==> src/rtl/batch_reorder_buffer_macros.svh <==
// Assertion macros shared by the batch reorder buffer RTL.
// No dependencies; the assertion bodies drop out when SYNTHESIS is defined.
`ifndef BATCH_REORDER_BUFFER_MACROS_SVH
`define BATCH_REORDER_BUFFER_MACROS_SVH

`ifndef SYNTHESIS

`define BRB_ASSERT_SAME(label, clk, rst_n, cond, prop) \
    label: assert property (@(posedge clk) disable iff (!rst_n) (cond) |-> (prop)) \
        else $error("batch reorder buffer check failed");

`define BRB_ASSERT_NEXT(label, clk, rst_n, cond, prop) \
    label: assert property (@(posedge clk) disable iff (!rst_n) (cond) |=> (prop)) \
        else $error("batch reorder buffer check failed");

`else

`define BRB_ASSERT_SAME(label, clk, rst_n, cond, prop)

`define BRB_ASSERT_NEXT(label, clk, rst_n, cond, prop)

`endif

`endif

==> src/rtl/bro_pkg.sv <==
// Package of the batch reorder buffer: default sizes, codes and the memory control type.
// No dependencies.
package bro_pkg;

    localparam int BATCH_WINDOW_DEF = 8;
    localparam int SLOT_DEPTH_DEF   = 8;
    localparam int HANDLE_BITS_DEF  = 16;
    localparam int MAX_RESULTS      = 64;
    localparam int BATCH_BITS       = 32;
    localparam int STATUS_BITS      = 2;

    localparam logic CMD_RECORD = 1'b0;
    localparam logic CMD_FINISH = 1'b1;

    localparam logic [STATUS_BITS-1:0] ST_RELEASED = 2'd0;
    localparam logic [STATUS_BITS-1:0] ST_OUTSIDE  = 2'd1;
    localparam logic [STATUS_BITS-1:0] ST_FULL     = 2'd2;

    typedef struct packed {
        logic wr_en;
        logic rd_en;
    } mem_ctl_t;

endpackage

==> src/rtl/bro_hold_mem.sv <==
// Holding memory for records of later batches: one write and one read port, registered read.
// Depends on bro_pkg for the memory control type.
module bro_hold_mem #(
    parameter int ADDR_BITS = 6,
    parameter int DATA_BITS = 16
) (
    input  logic                  clk,
    input  bro_pkg::mem_ctl_t     ctl,
    input  logic [ADDR_BITS-1:0]  waddr,
    input  logic [DATA_BITS-1:0]  wdata,
    input  logic [ADDR_BITS-1:0]  raddr,
    output logic [DATA_BITS-1:0]  rdata
);
    import bro_pkg::*;

    localparam int DEPTH = 1 << ADDR_BITS;

    logic [DATA_BITS-1:0] mem [DEPTH];
    logic [DATA_BITS-1:0] rdata_reg;

    always_ff @(posedge clk)
    begin
        if (ctl.wr_en)
        begin
            mem[waddr] <= wdata;
        end
        if (ctl.rd_en)
        begin
            rdata_reg <= mem[raddr];
        end
    end

    assign rdata = rdata_reg;

endmodule

==> src/rtl/batch_reorder_buffer.sv <==
// Top level of the batch reorder buffer: command port, slot bookkeeping and release sequencer.
// Depends on bro_pkg, bro_hold_mem and batch_reorder_buffer_macros.svh.
//
// An item is taken when start is high and busy is low. cmd selects a record arrival
// or a batch finish event for batch_num. A record of the current batch, a batch outside
// the window or a record for a full slot gives one result in the cycle after the item
// is taken, and busy stays low, so such items go at one per cycle. A record held for a
// later batch, or a finish mark for a later batch, gives no result and also leaves busy
// low. A finish of the current batch starts a release sequence: busy goes high, one
// held record is read from the holding memory per cycle, up to MAX_RESULTS per sequence,
// and each batch slot visited also takes a step to clear its count. A read record passes
// through the memory read register, a pending register and the output registers; the last
// result appears in the cycle in which busy drops. Each result is shown for one cycle with
// result_strobe high; last marks the final result of the item. The receiver cannot
// stall. Reset clears the current batch, the slot counts and the finish marks; the
// holding memory needs no clearing since only entries below a slot's count are read.
module batch_reorder_buffer #(
    parameter int BATCH_WINDOW = bro_pkg::BATCH_WINDOW_DEF,
    parameter int SLOT_DEPTH   = bro_pkg::SLOT_DEPTH_DEF,
    parameter int HANDLE_BITS  = bro_pkg::HANDLE_BITS_DEF
) (
    input  logic                           clk,
    input  logic                           rst_n,
    input  logic                           start,
    output logic                           busy,
    input  logic                           cmd,
    input  logic [bro_pkg::BATCH_BITS-1:0] batch_num,
    input  logic [HANDLE_BITS-1:0]         record_handle,
    output logic                           result_strobe,
    output logic [HANDLE_BITS-1:0]         out_handle,
    output logic [bro_pkg::BATCH_BITS-1:0] out_batch,
    output logic [bro_pkg::STATUS_BITS-1:0] status,
    output logic                           last
);
    import bro_pkg::*;

    `include "batch_reorder_buffer_macros.svh"

    localparam int SW = (BATCH_WINDOW > 1) ? $clog2(BATCH_WINDOW) : 1;
    localparam int CW = $clog2(SLOT_DEPTH + 1);
    localparam int AW = (BATCH_WINDOW * SLOT_DEPTH > 1) ? $clog2(BATCH_WINDOW * SLOT_DEPTH) : 1;
    localparam int NW = $clog2(MAX_RESULTS + 1);

    localparam logic [1:0] S_IDLE    = 2'd0;
    localparam logic [1:0] S_RELEASE = 2'd1;
    localparam logic [1:0] S_DRAIN   = 2'd2;

    logic [1:0]             state_reg, state_next;
    logic [BATCH_BITS-1:0]  cur_batch_reg, cur_batch_next;
    logic [SW-1:0]          base_reg, base_next;
    logic [CW-1:0]          counts_reg [BATCH_WINDOW];
    logic [CW-1:0]          counts_next [BATCH_WINDOW];
    logic                   marks_reg [BATCH_WINDOW];
    logic                   marks_next [BATCH_WINDOW];
    logic [CW-1:0]          j_reg, j_next;
    logic [NW-1:0]          n_reg, n_next;
    logic                   rd_valid_reg, rd_valid_next;
    logic [BATCH_BITS-1:0]  rd_batch_reg, rd_batch_next;
    logic                   pend_valid_reg, pend_valid_next;
    logic [HANDLE_BITS-1:0] pend_handle_reg, pend_handle_next;
    logic [BATCH_BITS-1:0]  pend_batch_reg, pend_batch_next;
    logic                   out_valid_reg, out_valid_next;
    logic [HANDLE_BITS-1:0] out_handle_reg, out_handle_next;
    logic [BATCH_BITS-1:0]  out_batch_reg, out_batch_next;
    logic [STATUS_BITS-1:0] out_status_reg, out_status_next;
    logic                   out_last_reg, out_last_next;

    mem_ctl_t               mctl;
    logic [AW-1:0]          waddr;
    logic [AW-1:0]          raddr;
    logic [HANDLE_BITS-1:0] rdata;

    logic [BATCH_BITS-1:0]  delta;
    logic                   in_win;
    logic [SW:0]            slot_sum;
    logic [SW-1:0]          dslot;
    logic [SW-1:0]          base_inc;
    logic [CW-1:0]          cnt_cur;
    logic                   accept;

    bro_hold_mem #(
        .ADDR_BITS (AW),
        .DATA_BITS (HANDLE_BITS)
    ) u_hold_mem (
        .clk   (clk),
        .ctl   (mctl),
        .waddr (waddr),
        .wdata (record_handle),
        .raddr (raddr),
        .rdata (rdata)
    );

    assign busy   = (state_reg != S_IDLE);
    assign accept = start && !busy;
    assign delta  = batch_num - cur_batch_reg;
    assign in_win = (delta < BATCH_BITS'(BATCH_WINDOW));

    always_comb
    begin
        slot_sum = {1'b0, base_reg} + {1'b0, delta[SW-1:0]};
        if (slot_sum >= (SW+1)'(BATCH_WINDOW))
        begin
            slot_sum = slot_sum - (SW+1)'(BATCH_WINDOW);
        end
        dslot = slot_sum[SW-1:0];
        if (base_reg == SW'(BATCH_WINDOW - 1))
        begin
            base_inc = '0;
        end
        else
        begin
            base_inc = base_reg + SW'(1);
        end
    end

    assign cnt_cur = counts_reg[base_reg];
    assign waddr   = AW'(dslot) * AW'(SLOT_DEPTH) + AW'(counts_reg[dslot]);
    assign raddr   = AW'(base_reg) * AW'(SLOT_DEPTH) + AW'(j_reg);

    always_comb
    begin
        state_next       = state_reg;
        cur_batch_next   = cur_batch_reg;
        base_next        = base_reg;
        counts_next      = counts_reg;
        marks_next       = marks_reg;
        j_next           = j_reg;
        n_next           = n_reg;
        rd_valid_next    = 1'b0;
        rd_batch_next    = cur_batch_reg;
        pend_valid_next  = pend_valid_reg;
        pend_handle_next = pend_handle_reg;
        pend_batch_next  = pend_batch_reg;
        out_valid_next   = 1'b0;
        out_handle_next  = out_handle_reg;
        out_batch_next   = out_batch_reg;
        out_status_next  = out_status_reg;
        out_last_next    = out_last_reg;
        mctl             = '0;

        case (state_reg)
            S_IDLE:
            begin
                if (accept)
                begin
                    if (!in_win)
                    begin
                        out_valid_next  = 1'b1;
                        out_handle_next = (cmd == CMD_FINISH) ? '0 : record_handle;
                        out_batch_next  = batch_num;
                        out_status_next = ST_OUTSIDE;
                        out_last_next   = 1'b1;
                    end
                    else if (cmd == CMD_RECORD)
                    begin
                        if (delta == '0)
                        begin
                            out_valid_next  = 1'b1;
                            out_handle_next = record_handle;
                            out_batch_next  = batch_num;
                            out_status_next = ST_RELEASED;
                            out_last_next   = 1'b1;
                        end
                        else if (counts_reg[dslot] >= CW'(SLOT_DEPTH))
                        begin
                            out_valid_next  = 1'b1;
                            out_handle_next = record_handle;
                            out_batch_next  = batch_num;
                            out_status_next = ST_FULL;
                            out_last_next   = 1'b1;
                        end
                        else
                        begin
                            mctl.wr_en         = 1'b1;
                            counts_next[dslot] = counts_reg[dslot] + CW'(1);
                        end
                    end
                    else if (delta != '0)
                    begin
                        marks_next[dslot] = 1'b1;
                    end
                    else
                    begin
                        cur_batch_next = cur_batch_reg + BATCH_BITS'(1);
                        base_next      = base_inc;
                        j_next         = '0;
                        n_next         = '0;
                        state_next     = S_RELEASE;
                    end
                end
            end
            S_RELEASE:
            begin
                if (j_reg < cnt_cur)
                begin
                    j_next = j_reg + CW'(1);
                    if (n_reg < NW'(MAX_RESULTS))
                    begin
                        mctl.rd_en    = 1'b1;
                        rd_valid_next = 1'b1;
                        n_next        = n_reg + NW'(1);
                    end
                end
                else
                begin
                    counts_next[base_reg] = '0;
                    j_next                = '0;
                    if (marks_reg[base_reg])
                    begin
                        marks_next[base_reg] = 1'b0;
                        cur_batch_next       = cur_batch_reg + BATCH_BITS'(1);
                        base_next            = base_inc;
                    end
                    else
                    begin
                        state_next = S_DRAIN;
                    end
                end
            end
            S_DRAIN:
            begin
                if (!rd_valid_reg)
                begin
                    if (pend_valid_reg)
                    begin
                        out_valid_next  = 1'b1;
                        out_handle_next = pend_handle_reg;
                        out_batch_next  = pend_batch_reg;
                        out_status_next = ST_RELEASED;
                        out_last_next   = 1'b1;
                    end
                    pend_valid_next = 1'b0;
                    state_next      = S_IDLE;
                end
            end
            default:
            begin
                state_next = S_IDLE;
            end
        endcase

        if (rd_valid_reg)
        begin
            if (pend_valid_reg)
            begin
                out_valid_next  = 1'b1;
                out_handle_next = pend_handle_reg;
                out_batch_next  = pend_batch_reg;
                out_status_next = ST_RELEASED;
                out_last_next   = 1'b0;
            end
            pend_valid_next  = 1'b1;
            pend_handle_next = rdata;
            pend_batch_next  = rd_batch_reg;
        end
    end

    always_ff @(posedge clk or negedge rst_n)
    begin
        if (!rst_n)
        begin
            state_reg      <= S_IDLE;
            cur_batch_reg  <= '0;
            base_reg       <= '0;
            j_reg          <= '0;
            n_reg          <= '0;
            rd_valid_reg   <= 1'b0;
            pend_valid_reg <= 1'b0;
            out_valid_reg  <= 1'b0;
            for (int i = 0; i < BATCH_WINDOW; i++)
            begin
                counts_reg[i] <= '0;
                marks_reg[i]  <= 1'b0;
            end
        end
        else
        begin
            state_reg      <= state_next;
            cur_batch_reg  <= cur_batch_next;
            base_reg       <= base_next;
            j_reg          <= j_next;
            n_reg          <= n_next;
            rd_valid_reg   <= rd_valid_next;
            pend_valid_reg <= pend_valid_next;
            out_valid_reg  <= out_valid_next;
            counts_reg     <= counts_next;
            marks_reg      <= marks_next;
        end
    end

    always_ff @(posedge clk)
    begin
        rd_batch_reg    <= rd_batch_next;
        pend_handle_reg <= pend_handle_next;
        pend_batch_reg  <= pend_batch_next;
        out_handle_reg  <= out_handle_next;
        out_batch_reg   <= out_batch_next;
        out_status_reg  <= out_status_next;
        out_last_reg    <= out_last_next;
    end

    assign result_strobe = out_valid_reg;
    assign out_handle    = out_handle_reg;
    assign out_batch     = out_batch_reg;
    assign status        = out_status_reg;
    assign last          = out_last_reg;

    `BRB_ASSERT_SAME(a_idle_no_read, clk, rst_n, !busy, !rd_valid_reg && !pend_valid_reg)
    `BRB_ASSERT_SAME(a_read_in_range, clk, rst_n, mctl.rd_en,
        (state_reg == S_RELEASE) && (j_reg < cnt_cur))
    `BRB_ASSERT_SAME(a_result_bound, clk, rst_n, 1'b1, n_reg <= NW'(MAX_RESULTS))
    `BRB_ASSERT_SAME(a_more_follows, clk, rst_n, out_valid_reg && !out_last_reg,
        pend_valid_reg && busy)
    `BRB_ASSERT_NEXT(a_read_lands, clk, rst_n, mctl.rd_en, pend_valid_next)

endmodule

==> config.mk <==
export PLATFORM = sky130hd
export DESIGN_NAME = batch_reorder_buffer
export DESIGN_NICKNAME = d
export VERILOG_FILES = /design/src/rtl/bro_pkg.sv /design/src/rtl/bro_hold_mem.sv /design/src/rtl/batch_reorder_buffer.sv
export VERILOG_INCLUDE_DIRS = /design/src /design/src/rtl
export SDC_FILE = /design/constraint.sdc
export NUM_CORES = 1
export LEC_CHECK = 0
export BUFFER_PORTS_ARGS = -buffer_cell sky130_fd_sc_hd__buf_2
export CAP_MARGIN = 20
export CORE_ASPECT_RATIO = 1.25
export CORE_MARGIN = 4
export CORE_UTILIZATION = 45
export DETAILED_ROUTE_END_ITERATION = 8
export SLEW_MARGIN = 15
export SYNTH_ARGS = -nofsm -noshare
export SYNTH_HDL_FRONTEND = slang
export SYNTH_SLANG_ARGS = --single-unit
export TNS_END_PERCENT = 20
==> constraint.sdc <==
create_clock -name clk -period 11.8 [get_ports clk]
set_input_delay 2.36 -clock clk [delete_from_list [all_inputs] [get_ports clk]]
set_output_delay 2.36 -clock clk [all_outputs]
set_load 0.01 [all_outputs]
==> summary.md, run 1 <==
| Metric | Value |
|---|---|
| Status | `finished clean` |
| Largest net degree at the start of global routing | `114` |
| Mapped Avg Cell Area | `between 15 and 20 um2` |
| CTS sink cnt | `1262` |
| GR Util All Layers | `22.9%` |
| Max_cap viols | `0` |
| Top fanout value on the critical path | `16` |
| Reg clk slew, reported paths | `60 ps` |
| Row count | `140` |
| Skew-Pair Late Insertion Delay | `740 ps` |
| Met1 GRT Util | `31.7%` |
| Multi-input gate area | `0.0151 mm2` |
| Synth area leader | `edfxtp_1` |
| Grt ovf | `0` |
| Post-Syn Instances | `3349` |
| Slew Limit Fails | `0` |
| Width of the chip | `314 um` |
| Area grow syn2layout | `13.3%` |
| H-tree depth | `3` |
| Skew final | `between 20 and 25 ps` |
| Max Clk Rate | `approximately 140 MHz` |
| Buffers added on ports | `104` |
| Number of flip-flops in the largest register | `roughly 1000` |
| Async set or reset register ratio after synthesis | `7.21%` |
| CTS tree | `done` |
| Mapped Nets | `around 3400` |
| Vias | `30730` |
| Clock Tree Root | `clkbuf_16` |
| Placer Congestion | `0.913` |
| Placed insts | `4938` |
| HP Class | `register to register` |
| Commonest non-fill, non-tap cell in the layout | `edfxtp_1` |
| Synth cell types | `90` |
| Core region area | `0.116 mm2` |
| DRC Markers | `0` |
| Post-synth EDFFs | `1088` |
| Setup TNS Final | `0 ps` |
| Clk buf depth | `3` |
| P_leak | `21.6 nW` |
| Most frequent cells in the layout | `1088 x edfxtp_1, 218 x mux2i_1, 181 x nand2_1` |
| Tcrit/Tclk final | `61.9%` |
| Layout cell share with drive strength beyond 1 | `18.8%` |
| Arrival time worst endpoint | `7670 ps` |
| Per-cell routed wire length | `~27 um` |
| Non-filler instance count after layout | `5166` |
| Hold Violations, Final | `0` |
| 1st-iter DRT viols | `approximately 3400` |
| Die ar. | `between 0.1 and 0.15 mm2` |
| M3 GR Usage | `between 2 and 3%` |
| TritonCTS Buffers | `120` |
| Starting Density | `45.3%` |
| Routed Wire Length | `142000 um` |
| Nets | `approximately 3600` |
| Postcts setup bufs | `0` |
| Met2 Usage GRT | `37.6%` |
| Pre-antenna DRT Iters | `5` |
| Largest Register | `u_hold_mem.mem` |
| Vert. Die Dim | `390 um` |
| Dpl cell area | `0.0553 mm2` |
| Slew @ Worst Pin | `approximately 1100 ps` |
| Critical Path End Type | `register` |
| Final instance area | `approximately 0.06 mm2` |
| Global-route wire length before repair | `207000 um` |
| Minimum clock period after layout | `between 7000 and 8000 ps` |
| Number of global-route vias before repair | `30123` |
| Max-Slew Margin vs Limit | `a little over a quarter` |
| RSZ-0062 raised after global routing | `false` |
| Post-DP HPWL | `91200 um` |
| Peak supply drop | `0.130 mV` |
| Seq/Total Area, Yosys | `69.5%` |
| Via-per-instance ratio | `5.95` |
| Overall power | `9.24 mW` |
| ANT nets after route | `0` |
| Ys Warns | `0` |
| Register area | `0.0366 mm2` |
| I/O Pins | `105` |
| Hold_buf cts | `0` |
| Startpoint Class | `input port` |
| Main synth FF type | `edfxtp_1` |
| Cell Area, Synth | `0.0527 mm2` |
| Pwr/cell area | `155 mW/mm2` |
| Resize count post-CTS | `0` |
| Initial antenna violation count | `3` |
| Yosys reg bits | `roughly 1300` |
| Fillers | `9625` |
| Most used routing layer | `met2` |
| Synth top area share | `roughly 62%` |
| Worst Path Class, Setup | `input port to register` |
| Final setup viols | `0` |
| Synth top area cells | `edfxtp_1 62%, mux4_2 6.2%, dfrtp_1 4.3%, mux2i_1 4.1%, dfxtp_1 3.2%` |
| Req. time, crit path | `12170 ps` |
-- power by group --
part | switching (mW) | internal [mW]
registers | 0.00963 | 4.85
logic | 0.173 | 0.0599
clock network | 1.70 | 2.45
-- final cells by class --
cell class,instances,area share (%)
diodes,1,0.00420
clock inverters,85,1.84
clock buffers,142,5.36
multi-input cells,1838,25.4
inverters,59,0.371
well taps,1562,3.28
flip-flops and latches,1262,61.4
repair buffers,217,2.36
-- cell usage after synthesis (13+ instances only) --
cell	count
ha_1	46
o221ai_1	66
mux2i_1	218
o21ai_0	97
dfxtp_1	83
clkbuf_1	135
a21oi_1	179
o22ai_1	68
a2bb2oi_1	25
dfrtp_1	91
nand3_1	52
xor2_1	13
and2_1	13
nor2_1	152
nand2_1	182
buf_1	34
nor4_1	14
inv_1	58
mux4_2	146
and3_1	13
xnor2_1	42
a21o_1	41
nor3_1	31
edfxtp_1	1088
mux2_2	69
a41oi_1	16
buf_2	19
o21ai_1	46
nand4_1	23
o31ai_1	30
nor3b_1	22
a22o_1	29
o211ai_1	15
-- critical path, cell delays in order --
cell and delay [ps]:
buf_2 110, inv_1 60, ha_1 210, fa_1 510, fa_1 400, xnor2_1 170, xnor2_1 680, nor2_1 240
a222oi_1 370, nand2_1 250, ha_1 280, ha_1 310, or2_2 310, nor2_1 250, nand3_1 390, nor2_2 740
-- kinds of logic after synthesis --
group | after synthesis | synth area share [%]
muxes | 435 | 11.9
buffers and inverters | 249 | 1.85
DFF | 1262 | 69.5
and+or+nand+nor | 567 | 5.30
adders and majority gates | 48 | 1.17
xor gates and xnor gates | 55 | 0.915
AOI/OAI and AO/OA | 733 | 9.32
-- metrics by stage --
stage	util [%]	setup slack, ps	hold WS [ps]
2_1_floorplan	-	4800	347
3_3_place_gp	47.5	3530	351
3_5_place_dp	47.6	3400	353
4_1_cts	51.3	4180	369
5_1_grt	51.3	4180	381
6_report	51.3	4490	368
-- final timing paths --
path	endpoint	startpoint	cells past startpoint	slack, ps
worst max-delay path	u_hold_mem.mem[10][8]$_DFFE_PP_	batch_num[0]	16	4490
worst max register to register	u_hold_mem.mem[10][8]$_DFFE_PP_	cur_batch_reg[0]$_DFFE_PN0P_	14	5810
min in group asynchronous	n_reg[3]$_DFFE_PN0P_	rst_n	1	1600
worst min-delay path	rd_batch_reg[15]$_DFF_P_	cur_batch_reg[15]$_DFFE_PN0P_	0	370
max in group asynchronous	j_reg[0]$_DFFE_PN0P_	rst_n	2	8940
worst min register to register	rd_batch_reg[15]$_DFF_P_	cur_batch_reg[15]$_DFFE_PN0P_	0	370
-- layer usage --
layer  wire, um  vias to the layer above
met2      68300                     1113
met3       8380                      208
met4       5090                        0
met5          0                        -
met1      60000                    15737
li1           -                    13672
No activity file was read; power rests on OpenSTA's default activity.
==> run 2, diff against run 1 <==
Clock period 11.8 ns to 7.47 ns, I/O delays scaled along.
==> summary.md, run 2 (synthesis gave the netlist of run 1 again) <==
| Metric | Value |
|---|---|
| Starting Density | `45.3%` |
| P_leak | `roughly 22 nW` |
| DRC Markers | `0` |
| Worst Path Class, Setup | `input port to register` |
| Skew final | `31.4 ps` |
| Startpoint Class | `input port` |
| Number of global-route vias before repair | `30344` |
| Largest Register | `u_hold_mem.mem` |
| Arrival time worst endpoint | `6740 ps` |
| Grt ovf | `0` |
| Routed Wire Length | `between 100000 and 150000 um` |
| Cell family with most CP delay | `adder cells` |
| WL met1 | `59300 um` |
| Routed wl met3 | `8350 um` |
| Buffers added on ports | `104` |
| Area grow syn2layout | `13.3%` |
| Top fanout value on the critical path | `10` |
| Dpl cell area | `between 0.05 and 0.06 mm2` |
| I/O Pins | `105` |
| Net load switching power | `2.95 mW` |
| Per-cell routed wire length | `between 20 and 30 um` |
| Max-Slew Margin vs Limit | `between 20% and 30%` |
| ANT nets after route | `0` |
| CTS tree | `done` |
| Cells along the critical path | `buf_2 > inv_1 > ha_1 > fa_1 > fa_1 > xnor2_1 > xnor2_1 > nor2_1 > a222oi_1 > nand2_1 > ha_1 > ha_1 > xnor2_1 > buf_4 > nor2_1 > nand2_1 > nor2_1 > buf_4` |
| Clock Tree Root | `clkbuf_16` |
| Overall power | `14.5 mW` |
| Pwr/cell area | `243 mW/mm2` |
| Most frequent cells in the layout | `1088 x edfxtp_1, 218 x mux2i_1, 181 x nand2_1` |
| Layout cell share with drive strength beyond 1 | `18.7%` |
| Vert. Die Dim | `390 um` |
| Minimum clock period after layout | `6320 ps` |
| Nets | `3611` |
| Setup TNS Final | `0 ps` |
| H-tree depth | `3` |
| Skew-Pair Late Insertion Delay | `750 ps` |
| Slew @ Worst Pin | `1070 ps` |
| Reg power frac | `53.1%` |
| Clock power frac | `44.4%` |
| Max Used Layer | `met5` |
| Post-DP HPWL | `91200 um` |
| Comb pwr share | `under 10%` |
| Postcts setup bufs | `0` |
| GR Util All Layers | `between 20% and 30%` |
| Clk buf depth | `3` |
| Status | `finished clean` |
| Die ar. | `between 0.1 and 0.15 mm2` |
| Critical Path End Type | `register` |
| Pre-antenna DRT Iters | `6` |
| Fillers | `9673` |
| 1st-iter DRT viols | `3023` |
| Global-route wire length before repair | `206000 um` |
| Final setup viols | `0` |
| Core region area | `around 0.12 mm2` |
| RSZ-0062 raised after global routing | `false` |
| Largest net degree at the start of global routing | `93` |
| Reg clk slew, reported paths | `~60 ps` |
| Max_cap viols | `0` |
| Critical path buffer and inverter count | `4` |
| Hold_buf cts | `0` |
| Final instance area | `about 0.060 mm2` |
| Tcrit/Tclk final | `between 80% and 90%` |
| Crit path largest cell delay | `750 ps` |
| CTS sink cnt | `around 1300` |
| Slew Limit Fails | `0` |
| Via-per-instance ratio | `a little under 6` |
| Width of the chip | `314 um` |
| P_int | `11.5 mW` |
| TritonCTS Buffers | `~120` |
| Number of flip-flops in the largest register | `1024` |
| Commonest non-fill, non-tap cell in the layout | `edfxtp_1` |
| Req. time, crit path | `7900 ps` |
| Placer Congestion | `between 0.9 and 1` |
| Hold Violations, Final | `0` |
| Met2 WL post-DR | `a little under 70000 um` |
| Max Clk Rate | `158 MHz` |
| Vias | `30665` |
| Resize count post-CTS | `0` |
| HP Class | `register to register` |
| Critical Path Slowest Stage Cell | `xnor2_1` |
| Peak supply drop | `0.192 mV` |
| Initial antenna violation count | `7` |
| Row count | `140` |
| Switching share of power | `20.4%` |
[run 2: changes by cell type in the layout (fill, tap and decap cells not counted), moves of 3 or more]
cell / delta
clkinvlp_4: -7
nor2_1: +3
buf_6: -3
bufinv_16: -5
nor2_2: -3
clkinv_1: +4
buf_4: +13
clkinv_2: +3
clkinv_4: -4
clkbuf_1: +7
[run 2: power by group through the flow]
stage,Clock [mW],Combinational [mW],Sequential (mW)
after floorplan,0,0.124,7.84
after global placement,0,0.365,7.83
after detailed placement,0,0.371,7.83
after CTS,6.55,0.372,7.68
after global routing,6.82,0.400,7.68
final,6.42,0.368,7.68
[run 2: layout make-up]
type / instances / area [um2] / share of cell area, %
Antenna cell: 1 / 2.50 / 0.00420
Clock buffer: 153 / 3300 / 5.54
Clock inverter: 78 / 906 / 1.52
Inverter: 59 / 221 / 0.371
Multi-Input combinational cell: 1838 / 15100 / 25.4
Sequential cell: 1262 / 36600 / 61.4
Tap cell: 1562 / 1950 / 3.28
Timing Repair Buffer: 229 / 1510 / 2.53
[run 2: path summary, 6_finish.rpt]
kind                                                     from                               to  slack (ps)  cells past startpoint
worst max-delay path                             batch_num[0]  u_hold_mem.mem[55][1]$_DFFE_PP_        1150                     18
max in group asynchronous                               rst_n             j_reg[1]$_DFFE_PN0P_        5510                      2
worst min-delay path            cur_batch_reg[20]$_DFFE_PN0P_         rd_batch_reg[20]$_DFF_P_         370                      0
min in group asynchronous                               rst_n             n_reg[4]$_DFFE_PN0P_         760                      1
worst min register to register  cur_batch_reg[20]$_DFFE_PN0P_         rd_batch_reg[20]$_DFF_P_         370                      0
worst max register to register   cur_batch_reg[0]$_DFFE_PN0P_  u_hold_mem.mem[55][1]$_DFFE_PP_        1650                     16
[run 2: stage by stage]
step / std cells / hold WS [ps] / util [%] / worst slack (ps)
global placement: 4950 / 354 / 47.7 / 640
detailed placement: 4950 / 353 / 47.7 / 537
finish: 5182 / 366 / 51.3 / 1150
global route: 5181 / 380 / 51.3 / 857
floorplan: 3349 / 347 / - / 1340
CTS: 5181 / 367 / 51.3 / 1330
[run 2: routing by layer]
metal	vias up	track usage, %
met3	227	3.28
met5	-	0
met2	1063	37.1
met4	4	8.88
li1	13663	-
met1	15708	31.3
